File: config.mk
export PLATFORM = sky130hd
export DESIGN_NAME = pixel_address_offset_unit
export DESIGN_NICKNAME = d
export VERILOG_FILES = /design/src/hdl/pao_pkg.sv /design/src/hdl/pao_divide.sv /design/src/hdl/pao_product.sv /design/src/hdl/pao_sum.sv /design/src/hdl/pixel_address_offset_unit.sv
export SDC_FILE = /design/constraint.sdc
export NUM_CORES = 2
export LEC_CHECK = 0
export ABC_CLOCK_PERIOD_IN_PS = 9800
export BUFFER_PORTS_ARGS = -buffer_cell sky130_fd_sc_hd__buf_2
export CORE_UTILIZATION = 62
export CTS_CLUSTER_SIZE = 40
export DETAILED_ROUTE_END_ITERATION = 10
export PLACE_DENSITY = 0.79
export SETUP_SLACK_MARGIN = 0.5
export SLEW_MARGIN = 20
export SYNTH_ARGS = -nofsm -noshare
export SYNTH_HDL_FRONTEND = slang
export SYNTH_SLANG_ARGS = --single-unit
File: constraint.sdc
create_clock -name i_clk -period 9.8 [get_ports i_clk]
set_clock_uncertainty 0.15 [all_clocks]
set_input_delay 0.98 -clock i_clk [delete_from_list [all_inputs] [get_ports i_clk]]
set_output_delay 0.98 -clock i_clk [all_outputs]
set_load 0.01 [all_outputs]
File: src/hdl/pao_pkg.sv
// Shared constants, codes and stage types of the pixel address offset unit.
package pao_pkg;

    // Wallpaper roll width in bytes
    localparam int unsigned ROLL_WIDTH = 128;
    localparam int unsigned RW_BITS    = $clog2(ROLL_WIDTH);

    localparam int unsigned COORD_W = 16;
    localparam int unsigned OFS_W   = 32;
    localparam int unsigned STR_W   = 32;
    // Widest row byte offset of x: 48 * (2^16 - 1)
    localparam int unsigned XB_W    = 22;
    localparam int unsigned BYTES_W = RW_BITS + 1;
    localparam int unsigned WPA_W   = COORD_W + RW_BITS + 1;
    localparam int unsigned ADD_W   = (WPA_W > XB_W) ? WPA_W : XB_W;

    // Samples per roll for each packing
    localparam int unsigned DIV_8  = ROLL_WIDTH;
    localparam int unsigned DIV_16 = ROLL_WIDTH / 2;
    localparam int unsigned DIV_PK = ROLL_WIDTH / 4 * 3;

    // Reciprocals for exact division of a 16-bit value by a constant
    localparam int unsigned RCP_W  = COORD_W + 1;
    localparam int unsigned PROD_W = COORD_W + RCP_W;
    localparam int unsigned K_8    = COORD_W + $clog2(DIV_8);
    localparam int unsigned K_16   = COORD_W + $clog2(DIV_16);
    localparam int unsigned K_PK   = COORD_W + $clog2(DIV_PK);
    localparam int unsigned K_R3   = COORD_W + 2;
    localparam int unsigned M_8    = ((2 ** K_8) + DIV_8 - 1) / DIV_8;
    localparam int unsigned M_16   = ((2 ** K_16) + DIV_16 - 1) / DIV_16;
    localparam int unsigned M_PK   = ((2 ** K_PK) + DIV_PK - 1) / DIV_PK;
    localparam int unsigned M_R3   = ((2 ** K_R3) + 2) / 3;

    // Reciprocal for division of a roll position by three
    localparam int unsigned K_P3   = RW_BITS + 2;
    localparam int unsigned M_P3   = ((2 ** K_P3) + 2) / 3;
    localparam int unsigned POSP_W = 2 * RW_BITS + 1;

    // Sample size codes
    localparam logic [1:0] BITS_8  = 2'd0;
    localparam logic [1:0] BITS_10 = 2'd1;
    localparam logic [1:0] BITS_12 = 2'd2;
    localparam logic [1:0] BITS_16 = 2'd3;

    // Sample kind codes
    localparam logic [1:0] KIND_PLAIN    = 2'd0;
    localparam logic [1:0] KIND_HOG_U    = 2'd1;
    localparam logic [1:0] KIND_HOG_S    = 2'd2;
    localparam logic [1:0] KIND_INTEGRAL = 2'd3;

    // Planarity codes
    localparam logic [1:0] PLAN_INTERLEAVED = 2'd0;
    localparam logic [1:0] PLAN_SEMI        = 2'd1;
    localparam logic [1:0] PLAN_PLANAR      = 2'd2;

    // Chroma sampling codes
    localparam logic [1:0] SAMP_444 = 2'd0;
    localparam logic [1:0] SAMP_422 = 2'd1;
    localparam logic [1:0] SAMP_420 = 2'd2;

    // Configuration register indexes
    typedef logic [2:0] t_cfg_index;
    localparam t_cfg_index CFG_SAMPLE_BITS   = 3'd0;
    localparam t_cfg_index CFG_SAMPLE_KIND   = 3'd1;
    localparam t_cfg_index CFG_THREE_CHANNEL = 3'd2;
    localparam t_cfg_index CFG_PLANARITY     = 3'd3;
    localparam t_cfg_index CFG_SAMPLING      = 3'd4;
    localparam t_cfg_index CFG_WALLPAPER     = 3'd5;
    localparam t_cfg_index CFG_FIRST_STRIDE  = 3'd6;
    localparam t_cfg_index CFG_SECOND_STRIDE = 3'd7;

    typedef struct packed {
        logic [1:0]       sample_bits_code;
        logic [1:0]       sample_kind;
        logic             three_channel;
        logic [1:0]       planarity;
        logic [1:0]       sampling;
        logic             wallpaper_mode;
        logic [STR_W-1:0] first_stride;
        logic [STR_W-1:0] second_stride;
    } t_cfg;

    // Per-stage advance enables
    typedef struct packed {
        logic s1;
        logic s2;
        logic s3;
        logic s4;
    } t_adv;

    typedef struct packed {
        logic [COORD_W-1:0] x;
        logic [COORD_W-1:0] y;
        logic [COORD_W-1:0] rolls;
        logic [COORD_W-1:0] row_q3;
    } t_s1;

    typedef struct packed {
        logic [COORD_W-1:0] y;
        logic [COORD_W-1:0] rolls;
        logic [RW_BITS-1:0] pos;
        logic [XB_W-1:0]    xb;
        logic [XB_W-1:0]    xb2;
    } t_s2;

    typedef struct packed {
        logic [OFS_W-1:0] p1;
        logic [OFS_W-1:0] p2;
        logic [ADD_W-1:0] add1;
        logic [ADD_W-1:0] add2;
        logic             mis;
    } t_s3;

endpackage

File: src/hdl/pao_divide.sv
// Stages one and two: split x into rolls and roll position, form row byte offsets.
module pao_divide
    import pao_pkg::*;
(
    input  logic               i_clk,
    input  t_adv               i_adv,
    input  t_cfg               i_cfg,
    input  logic [COORD_W-1:0] i_x,
    input  logic [COORD_W-1:0] i_y,
    output t_s2                o_s2
);

    t_s1 r_s1, n_s1;
    t_s2 r_s2, n_s2;

    logic [PROD_W-1:0] w_p8, w_p16, w_ppk, w_pr3;

    // Stage one: quotients by reciprocal multiplication
    always_comb begin
        w_p8  = PROD_W'(i_x) * PROD_W'(M_8);
        w_p16 = PROD_W'(i_x) * PROD_W'(M_16);
        w_ppk = PROD_W'(i_x) * PROD_W'(M_PK);
        w_pr3 = PROD_W'(i_x) * PROD_W'(M_R3);
        n_s1.x      = i_x;
        n_s1.y      = i_y;
        n_s1.row_q3 = COORD_W'(w_pr3 >> K_R3);
        case (i_cfg.sample_bits_code)
            BITS_8:  n_s1.rolls = COORD_W'(w_p8 >> K_8);
            BITS_16: n_s1.rolls = COORD_W'(w_p16 >> K_16);
            default: n_s1.rolls = COORD_W'(w_ppk >> K_PK);
        endcase
    end

    always_ff @(posedge i_clk) begin
        if (i_adv.s1) begin
            r_s1 <= n_s1;
        end
    end

    logic [COORD_W-1:0] w_base;
    logic [COORD_W+1:0] w_x12;
    logic [XB_W-1:0]    w_b;
    logic [XB_W-1:0]    w_xb;

    // Stage two: roll position and row byte offset of x
    always_comb begin
        case (i_cfg.sample_bits_code)
            BITS_8:  w_base = COORD_W'(32'(r_s1.rolls) * DIV_8);
            BITS_16: w_base = COORD_W'(32'(r_s1.rolls) * DIV_16);
            default: w_base = COORD_W'(32'(r_s1.rolls) * DIV_PK);
        endcase

        w_x12 = {2'b00, r_s1.x} + {1'b0, r_s1.x, 1'b0} + (COORD_W+2)'(1);
        case (i_cfg.sample_bits_code)
            BITS_8:  w_b = XB_W'(r_s1.x);
            BITS_10: w_b = XB_W'(r_s1.row_q3) << 2;
            BITS_12: w_b = XB_W'(w_x12 >> 1);
            default: w_b = XB_W'(r_s1.x) << 1;
        endcase
        if (i_cfg.three_channel && i_cfg.planarity == PLAN_INTERLEAVED) begin
            if (i_cfg.sampling == SAMP_422) begin
                w_b = w_b << 1;
            end else begin
                w_b = w_b + (w_b << 1);
            end
        end

        case (i_cfg.sample_kind)
            KIND_HOG_U:    w_xb = XB_W'(r_s1.x) << 5;
            KIND_HOG_S:    w_xb = (XB_W'(r_s1.x) << 5) + (XB_W'(r_s1.x) << 4);
            KIND_INTEGRAL: w_xb = XB_W'(r_s1.x) << 2;
            default:       w_xb = w_b;
        endcase

        n_s2.y     = r_s1.y;
        n_s2.rolls = r_s1.rolls;
        n_s2.pos   = RW_BITS'(r_s1.x - w_base);
        n_s2.xb    = w_xb;
        // Halve the row byte offset of x for planar chroma that is not 4:4:4
        if (i_cfg.planarity == PLAN_PLANAR && i_cfg.sampling != SAMP_444) begin
            n_s2.xb2 = w_xb >> 1;
        end else begin
            n_s2.xb2 = w_xb;
        end
    end

    always_ff @(posedge i_clk) begin
        if (i_adv.s2) begin
            r_s2 <= n_s2;
        end
    end

    assign o_s2 = r_s2;

endmodule

File: src/hdl/pao_product.sv
// Stage three: stride products, in-roll bytes and the misalignment flag.
module pao_product
    import pao_pkg::*;
(
    input  logic i_clk,
    input  t_adv i_adv,
    input  t_cfg i_cfg,
    input  t_s2  i_s2,
    output t_s3  o_s3
);

    t_s3 r_s3, n_s3;

    logic [POSP_W-1:0]          w_pp;
    logic [RW_BITS-1:0]         w_q3;
    logic [BYTES_W-1:0]         w_bytes;
    logic                       w_packed;
    logic [COORD_W-1:0]         w_y2;
    logic [COORD_W-1:0]         w_a1, w_a2;
    logic [COORD_W+STR_W-1:0]   w_m1, w_m2;

    always_comb begin
        w_pp     = POSP_W'(i_s2.pos) * POSP_W'(M_P3);
        w_q3     = RW_BITS'(w_pp >> K_P3);
        w_packed = (i_cfg.sample_bits_code == BITS_10) || (i_cfg.sample_bits_code == BITS_12);
        case (i_cfg.sample_bits_code)
            BITS_8:  w_bytes = BYTES_W'(i_s2.pos);
            BITS_16: w_bytes = BYTES_W'(i_s2.pos) << 1;
            default: w_bytes = BYTES_W'(w_q3) << 2;
        endcase

        w_y2 = (i_cfg.sampling == SAMP_420) ? (i_s2.y >> 1) : i_s2.y;
        w_a1 = i_cfg.wallpaper_mode ? i_s2.rolls : i_s2.y;
        w_a2 = i_cfg.wallpaper_mode ? i_s2.rolls : w_y2;
        w_m1 = (COORD_W+STR_W)'(w_a1) * (COORD_W+STR_W)'(i_cfg.first_stride);
        w_m2 = (COORD_W+STR_W)'(w_a2) * (COORD_W+STR_W)'(i_cfg.second_stride);

        n_s3.p1 = OFS_W'(w_m1);
        n_s3.p2 = OFS_W'(w_m2);
        if (i_cfg.wallpaper_mode) begin
            n_s3.add1 = ADD_W'(i_s2.y) * ADD_W'(ROLL_WIDTH) + ADD_W'(w_bytes);
            n_s3.add2 = ADD_W'(i_s2.y >> 1) * ADD_W'(ROLL_WIDTH) + ADD_W'(w_bytes);
            n_s3.mis  = w_packed && (i_s2.pos != RW_BITS'(w_q3 + (w_q3 << 1)));
        end else begin
            n_s3.add1 = ADD_W'(i_s2.xb);
            n_s3.add2 = ADD_W'(i_s2.xb2);
            n_s3.mis  = 1'b0;
        end
    end

    always_ff @(posedge i_clk) begin
        if (i_adv.s3) begin
            r_s3 <= n_s3;
        end
    end

    assign o_s3 = r_s3;

endmodule

File: src/hdl/pao_sum.sv
// Stage four: final offset sums into the output register.
module pao_sum
    import pao_pkg::*;
(
    input  logic             i_clk,
    input  t_adv             i_adv,
    input  t_cfg             i_cfg,
    input  t_s3              i_s3,
    output logic [OFS_W-1:0] o_first_offset,
    output logic [OFS_W-1:0] o_second_offset,
    output logic             o_second_valid,
    output logic             o_roll_misaligned
);

    logic [OFS_W-1:0] r_first, n_first;
    logic [OFS_W-1:0] r_second, n_second;
    logic             r_second_valid, n_second_valid;
    logic             r_mis, n_mis;
    logic [OFS_W-1:0] w_sum2;

    always_comb begin
        n_first = i_s3.p1 + OFS_W'(i_s3.add1);
        w_sum2  = i_s3.p2 + OFS_W'(i_s3.add2);
        n_mis   = i_s3.mis;
        if (i_cfg.wallpaper_mode) begin
            n_second_valid = 1'b1;
            n_second       = (i_cfg.sampling == SAMP_420) ? w_sum2 : n_first;
        end else if (i_cfg.planarity != PLAN_INTERLEAVED) begin
            n_second_valid = 1'b1;
            n_second       = w_sum2;
        end else begin
            // Interleaved rows have no second plane
            n_second_valid = 1'b0;
            n_second       = '0;
        end
    end

    always_ff @(posedge i_clk) begin
        if (i_adv.s4) begin
            r_first        <= n_first;
            r_second       <= n_second;
            r_second_valid <= n_second_valid;
            r_mis          <= n_mis;
        end
    end

    assign o_first_offset    = r_first;
    assign o_second_offset   = r_second;
    assign o_second_valid    = r_second_valid;
    assign o_roll_misaligned = r_mis;

endmodule

File: src/hdl/pixel_address_offset_unit.sv
// Top level of the pixel address offset unit: configuration, pipeline control, stages.
//
// Usage:
//   Each transfer on the input channel (i_valid / o_ready) carries one pixel
//   coordinate, i_pixel_x and i_pixel_y. Each transfer on the output channel
//   (o_valid / i_ready) returns one result: the byte offsets of that pixel in
//   the first and second plane, a flag saying whether the second offset is
//   defined, and a flag for a packed wallpaper position that is not a multiple
//   of three samples.
//   The configuration channel (i_cfg_valid / o_cfg_ready) writes one register
//   per transfer, selected by i_cfg_index; it is always ready. Write it only
//   while no transfer is in flight.
//   o_valid rises once the input transfer has passed the four-stage pipeline
//   (roll and row quotients, roll position and row bytes, stride products,
//   final sums), and the result transfer can follow at the next edge;
//   throughput is one coordinate per cycle while the receiver keeps i_ready high.
//   Reset clears all configuration registers to zero and empties the pipeline.
//   When the receiver holds i_ready low the run of full stages at the output holds
//   its contents; stages behind an empty stage still move up and fill, so o_ready stays high until every stage is full.
module pixel_address_offset_unit
    import pao_pkg::*;
(
    input  logic               i_clk,
    input  logic               i_rst_n,
    input  logic               i_valid,
    output logic               o_ready,
    input  logic [COORD_W-1:0] i_pixel_x,
    input  logic [COORD_W-1:0] i_pixel_y,
    output logic               o_valid,
    input  logic               i_ready,
    output logic [OFS_W-1:0]   o_first_offset,
    output logic [OFS_W-1:0]   o_second_offset,
    output logic               o_second_valid,
    output logic               o_roll_misaligned,
    input  logic               i_cfg_valid,
    output logic               o_cfg_ready,
    input  t_cfg_index         i_cfg_index,
    input  logic [STR_W-1:0]   i_cfg_data
);

    // Configuration registers
    t_cfg r_cfg, n_cfg;

    assign o_cfg_ready = 1'b1;

    always_comb begin
        n_cfg = r_cfg;
        if (i_cfg_valid) begin
            case (i_cfg_index)
                CFG_SAMPLE_BITS:   n_cfg.sample_bits_code = i_cfg_data[1:0];
                CFG_SAMPLE_KIND:   n_cfg.sample_kind      = i_cfg_data[1:0];
                CFG_THREE_CHANNEL: n_cfg.three_channel    = i_cfg_data[0];
                CFG_PLANARITY:     n_cfg.planarity        = i_cfg_data[1:0];
                CFG_SAMPLING:      n_cfg.sampling         = i_cfg_data[1:0];
                CFG_WALLPAPER:     n_cfg.wallpaper_mode   = i_cfg_data[0];
                CFG_FIRST_STRIDE:  n_cfg.first_stride     = i_cfg_data;
                CFG_SECOND_STRIDE: n_cfg.second_stride    = i_cfg_data;
                default:           n_cfg = r_cfg;
            endcase
        end
    end

    always_ff @(posedge i_clk) begin
        if (!i_rst_n) begin
            r_cfg <= '0;
        end else begin
            r_cfg <= n_cfg;
        end
    end

    // Pipeline occupancy: a stage advances when it is empty or the next one advances
    logic [3:0] r_v, n_v;
    t_adv       w_adv;

    always_comb begin
        w_adv.s4 = !r_v[3] || i_ready;
        w_adv.s3 = !r_v[2] || w_adv.s4;
        w_adv.s2 = !r_v[1] || w_adv.s3;
        w_adv.s1 = !r_v[0] || w_adv.s2;

        n_v[0] = w_adv.s1 ? i_valid : r_v[0];
        n_v[1] = w_adv.s2 ? r_v[0]  : r_v[1];
        n_v[2] = w_adv.s3 ? r_v[1]  : r_v[2];
        n_v[3] = w_adv.s4 ? r_v[2]  : r_v[3];
    end

    always_ff @(posedge i_clk) begin
        if (!i_rst_n) begin
            r_v <= '0;
        end else begin
            r_v <= n_v;
        end
    end

    assign o_ready = w_adv.s1;
    assign o_valid = r_v[3];

    t_s2 w_s2;
    t_s3 w_s3;

    pao_divide u_divide (
        .i_clk (i_clk),
        .i_adv (w_adv),
        .i_cfg (r_cfg),
        .i_x   (i_pixel_x),
        .i_y   (i_pixel_y),
        .o_s2  (w_s2)
    );

    pao_product u_product (
        .i_clk (i_clk),
        .i_adv (w_adv),
        .i_cfg (r_cfg),
        .i_s2  (w_s2),
        .o_s3  (w_s3)
    );

    pao_sum u_sum (
        .i_clk             (i_clk),
        .i_adv             (w_adv),
        .i_cfg             (r_cfg),
        .i_s3              (w_s3),
        .o_first_offset    (o_first_offset),
        .o_second_offset   (o_second_offset),
        .o_second_valid    (o_second_valid),
        .o_roll_misaligned (o_roll_misaligned)
    );

    // Input back-pressure only when the first stage is occupied
    a_ready_full: assert property (@(posedge i_clk) disable iff (!i_rst_n)
        !o_ready |-> r_v[0])
        else $error("input stalled with first stage empty");

    // A full stage held by a stall keeps its item
    a_stage3_hold: assert property (@(posedge i_clk) disable iff (!i_rst_n)
        (r_v[2] && !w_adv.s4) |=> r_v[2])
        else $error("stage three item lost during stall");

    // Misalignment is flagged only for packed wallpaper formats
    a_mis_scope: assert property (@(posedge i_clk) disable iff (!i_rst_n)
        (o_valid && o_roll_misaligned) |->
            (r_cfg.wallpaper_mode &&
             (r_cfg.sample_bits_code == BITS_10 || r_cfg.sample_bits_code == BITS_12)))
        else $error("roll misalignment outside packed wallpaper layout");

    // An undefined second offset reads as zero
    a_second_zero: assert property (@(posedge i_clk) disable iff (!i_rst_n)
        (o_valid && !o_second_valid) |-> (o_second_offset == '0))
        else $error("second offset non-zero while undefined");

endmodule

## After elaboration in Yosys (flattened, before gate mapping)

Cells that the tools add are included.
W data, S select, Z words.

- Output and inout port bits: 69
- Flip-flop bits (word level): 391

- Reduce and logical (&&, ||, !) cells: 25
- Muxes and demuxes: 16
- Equality and inequality tests: 17
- Add/sub/neg operators: 10
- Multipliers: 5

Operator list:

| operator | number |
|---|---|
| $mux W32 | 3 |
| $pmux W22 S3 | 1 |
| $add A32 B24 Y32 | 2 |
| $mul A16 B32 Y32 | 2 |
| $pmux W17 S3 | 1 |
| $mux W16 | 3 |
| $mux W47 | 1 |
| $mux W22 | 2 |
| $mul A16 B16 Y32 const B | 1 |
| $add A23 B8 Y24 | 1 |
| $add A22 B8 Y23 | 1 |
| $add A21 B20 Y22 | 1 |
| $mux W21 | 1 |
| $pmux W10 S2 | 1 |
| $add A17 B18 Y19 | 1 |
| $add A16 B17 Y18 | 1 |
| $add A18 B1 Y18 const B | 1 |
| $pmux W8 S2 | 1 |
| $reduce_and A2 Y1 | 8 |
| $mul A7 B8 Y15 const B | 1 |
| $pmux W7 S2 | 1 |
| $eq A2 B2 Y1 const B | 6 |
| $eq A3 B3 Y1 const B | 4 |
| $mul A10 B2 Y2 const B | 1 |
| 13 further kinds | 27 |

## Longest topological paths before layout

- Depth in word-level cells: 8
- Depth in mapped cells: 29
- Gate-level depth less buffers: 25

## Cells and area by module

A second synthesis with hierarchy kept.

- Cells, all modules: 5118
- Area total of the unflattened synthesis: 49042.0 µm²

By module, submodules not included:

| module | area an instance (µm²) | times used | cells an instance |
|---|---|---|---|
| pao_product | 28758.8 | 1 | 3148 |
| pao_divide | 12280.5 | 1 | 1183 |
| pao_sum | 5001.0 | 1 | 485 |
| pixel_address_offset_unit | 3001.6 | 1 | 302 |

## Least setup slack after synthesis

No wires, ideal clock.

- Path kind: flip-flop to flip-flop
- Start: reg r_cfg[64] (netlist bit)
- End: reg u_product.r_s3 (netlist bit u_product.o_s3[100]) (data pin)
- Arrival time: 6.442 ns
- Path buffers: 3
- Path slack: 2.950 ns
- Clock period less this slack: 6.850 ns
- Data required time: 9.391 ns
- Library setup time: 0.259 ns
- Stages on the path, launching flop included: 26
- Cells stage by stage: dfxtp_1 > buf_2 > buf_1 > nand2_1 > o21ai_0 > clkbuf_1 > nand2_1 > fa_1 > inv_1 > fa_1 > inv_1 > fa_1 > fa_1 > inv_1 > fa_1 > fa_1 > ha_1 > a21o_1 > a31o_2 > or3_1 > o21ai_0 > o21bai_1 > a21oi_1 > o21bai_1 > a21oi_1 > xnor2_1

RTL lines:

| item | RTL line | source |
|---|---|---|
| start, declared | pixel_address_offset_unit.sv:42 | `t_cfg r_cfg, n_cfg;` |
| start signal, assigned | pixel_address_offset_unit.sv:67 | `r_cfg <= n_cfg;` |
| end signal, assigned | pao_product.sv:53 | `r_s3 <= n_s3;` |
| end, declared | pao_product.sv:12 | `t_s3 r_s3, n_s3;` |

==> metrics.md <==
| Metric | Value |
|---|---|
| Worst vdd ir | 0.256 mV |
| Status | finished clean |
| Clk sinks | 390 |
| Gpl congestion | 1.01 |
| Placement Cell Area | 50,400 sq um |
| Async SR Flop Fraction | 0% |
| Min cycle time layout | 7810 ps |
| Depth of the most critical reg-to-reg path | 25 |
| Largest net degree at the start of global routing | 79 |
| CTS resizes | 0 |
| WL final | 132,000 um |
| I/O pins | 141 |
| Setup crit start kind | flip-flop |
| Initial core utilization | 62.9% |
| Top cell type by total area after synthesis | fa_1 |
| Register area share after synthesis | 22.4% |
| Global-route wire length before repair | 207,000 um |
| Die area | 79,800 sq um |
| Crit. End Element | flip-flop |
| Setup TNS | 0 ps |
| Max Fclk | 0.128 GHz |
| Final core area utilization | 67.0% |
| Routed Antenna Nets | 0 |
| Hold Buf Count CTS | 0 |
| Setup bufs post-CTS | 0 |
| Avg Cell Area, Syn | 9.47 sq um |
| Total grt overflow | 0 |
| Critical path class | flip-flop to flip-flop |
| Synth top area cells | fa_1 29%, edfxtp_1 19%, ha_1 10% |
| Post-route cell area | 52,000 sq um |
| Yosys warns | 0 |
| Number of synthesized register bits | 390 |
| Hold Fails Final Rpt | 0 |
| Gr usage total | 34.0% |
| Max-slew violations | 0 |
| RSZ-0062 raised after global routing | false |
| Initial antenna violation count | 9 |
| DRT met1 WL | 51,900 um |
| H-tree lvl count | 2 |
| # setup viols final | 0 |
| Max cap viols | 0 |
| TritonCTS buffer count | 44 |
| Post-layout nets | 6,339 |
| Hpwl dp | 103,000 um |
| Gate Count Post-Synth | 5,151 |
| DR WL met3 | 13,700 um |
| WL met2 | 61,500 um |
| DRC | 0 |
| Avg Vias per Cell | 5.90 |
| Relative slew margins | 30.0% |
| Iteration-0 DRC Markers | 3,352 |
| Power consumption | 0.00714 W |
| Core area | 77,600 sq um |
| Vias post-DR | 36,900 |
| Vias in the first global route | 37,600 |
| 1st-pass router iterations | 8 |
| Top Layer Used | met5 |
| Layout cells sized above 1 | 6.28% |
| Synth Net Count | 6,316 |
| Area grow syn2layout | 6.53% |
| Post-synth EDFFs | 312 |
| Pleak | 24.5 nW |
| Top cell type's share of synthesized area | 28.9% |
| HP Class | flip-flop to flip-flop |
| Clock-pin slew on the worst setup and hold paths | 60 ps |
| CTS Root Cell | clkbuf_16 |
| Die Y | 282 um |
| Critical-path maximum fanout | 29 |
| Worst-Margin Slew | 1050 ps |
| Die Width | 282 um |
| Worst Path Arrival | 8020 ps |
| Clk Latency, worst-skew pair | 610 ps |
| WHS Path Cells | 0 |
| Synthesized area | 48,800 sq um |
| Period utilization | 79.7% |
| CTS tree | done |
| Row count | 102 |
| Clock Tree Buf Depth | 3 |
| Critical path required time | 10,000 ps |
| Routed WL per cell | 21.2 um |
| Power per cell area | 137 nW/um^2 |
| Port bufs | 139 |
| Number of distinct library cells after synthesis | 84 |
| Synth Flop Type | edfxtp_1 |
per-layer routing:
layer / vias up / GRT usage, %
met2: 1803 / 54.8
li1: 16400 / -
met1: 18200 / 45.4
met4: 10 / 12.2
met5: - / 0
met3: 366 / 7.43
state kept, by name (all words and copies together), names as in the netlist:
name                     cells
u_product.o_s3             112
u_divide.o_s2               77
r_cfg                       74
u_sum.o_first_offset        32
u_sum.o_second_offset       32
u_divide.r_s1               31
u_divide.n_s2               26
r_v                          4
u_sum.o_roll_misaligned      1
u_sum.o_second_valid         1
cells in the mapped netlist (27+ instances only):
master,count
inv_1,951
nand2_1,754
fa_1,705
ha_1,388
edfxtp_1,312
and2_1,310
a21oi_1,189
clkbuf_1,182
xnor2_1,180
nor2_1,158
o21ai_0,126
dfxtp_1,78
xor2_1,74
a21boi_0,69
a21o_1,61
nand3_1,50
nor3_1,44
mux2i_1,40
nor2b_1,34
nand2b_1,27
path summary, 6_finish.rpt:
check                    startpoint                  to  slack, ps
setup reg to reg          r_cfg[65]  u_product.o_s3[79]       1990
setup / recovery          r_cfg[65]  u_product.o_s3[79]       1990
hold / removal    u_divide.n_s2[55]   u_divide.o_s2[55]        270
hold reg to reg   u_divide.n_s2[55]   u_divide.o_s2[55]        270
critical path, cell delays in order (launching register included):
cell      delay (ps)
dfxtp_1          390
nand2b_1         120
buf_4            390
mux2i_1          160
o21ai_2          700
buf_4            380
nand2_1          120
fa_1             560
inv_1             60
fa_1             530
inv_1             60
fa_1             520
inv_1             60
fa_1             440
fa_1             510
inv_1             50
fa_1             470
inv_1             40
ha_1             340
and3_1           240
a221o_1          350
a21oi_1          250
nand3_1          140
a31o_2           250
a21oi_1          170
xnor2_1           80
area by class of cell:
type                            instances  area [sq um]
Sequential cell                       390         10900
Timing Repair Buffer                  192          1090
Inverter                              952          3570
Multi-Input combinational cell       3594         33500
Clock buffer                           55          1160
Tap cell                             1040          1300
Clock inverter                         24           364
Fill cell                            6102         25600
Antenna cell                            4          10.0
logic make-up after synthesis:
kind of cell	Yosys count	synth area share, %
AOI/OAI and AO/OA	715	9.88
buffers and inverters	1167	9.04
and+or+nand+nor	1480	14.1
other	1	0.00769
DFF	390	22.4
muxes	51	1.07
xor gates and xnor gates	254	4.56
adders and majority gates	1093	38.9
stage by stage:
stage | instances | worst slack [ps] | hold WS (ps)
CTS | 6247 | 2090 | 268
global placement | 6168 | 2230 | 252
floorplan | 5151 | 2950 | 250
detailed placement | 6168 | 2080 | 255
global route | 6251 | 1580 | 282
finish | 6251 | 1990 | 267
power by group:
group / total, W / leakage (nW) / internal, W / switching [W]
Clock: 0.00178 / 0.725 / 0.00102 / 0.000754
Combinational: 0.00312 / 19.6 / 0.00126 / 0.00186
Sequential: 0.00225 / 4.15 / 0.00209 / 0.000151
Total: 0.00714 / 24.5 / 0.00437 / 0.00277
layout by cell type, fill, tap and decap left out, types with 10 or more instances in the layout:
cell / instances
mux2i_1: 40
dfxtp_1: 77
a211oi_1: 24
nand2b_1: 27
o21ai_0: 116
nand3_1: 50
o211ai_1: 20
and2_1: 310
or2_2: 10
nand2_1: 752
o21a_1: 25
a22oi_1: 17
a22o_1: 15
a21o_1: 61
mux2_2: 11
o21bai_1: 19
a21boi_0: 69
edfxtp_1: 312
nor2_1: 156
nand4_1: 20
and3_1: 26
buf_4: 53
clkbuf_16: 45
nor3_1: 44
fa_1: 705
buf_2: 139
inv_1: 949
nor2b_1: 32
a221o_1: 13
o31ai_1: 14
a21oi_1: 189
xor2_1: 74
ha_1: 388
clkbuf_1: 10
xnor2_1: 180
or3_1: 15
o21ai_2: 15
No activity file was read; power rests on OpenSTA's default activity.
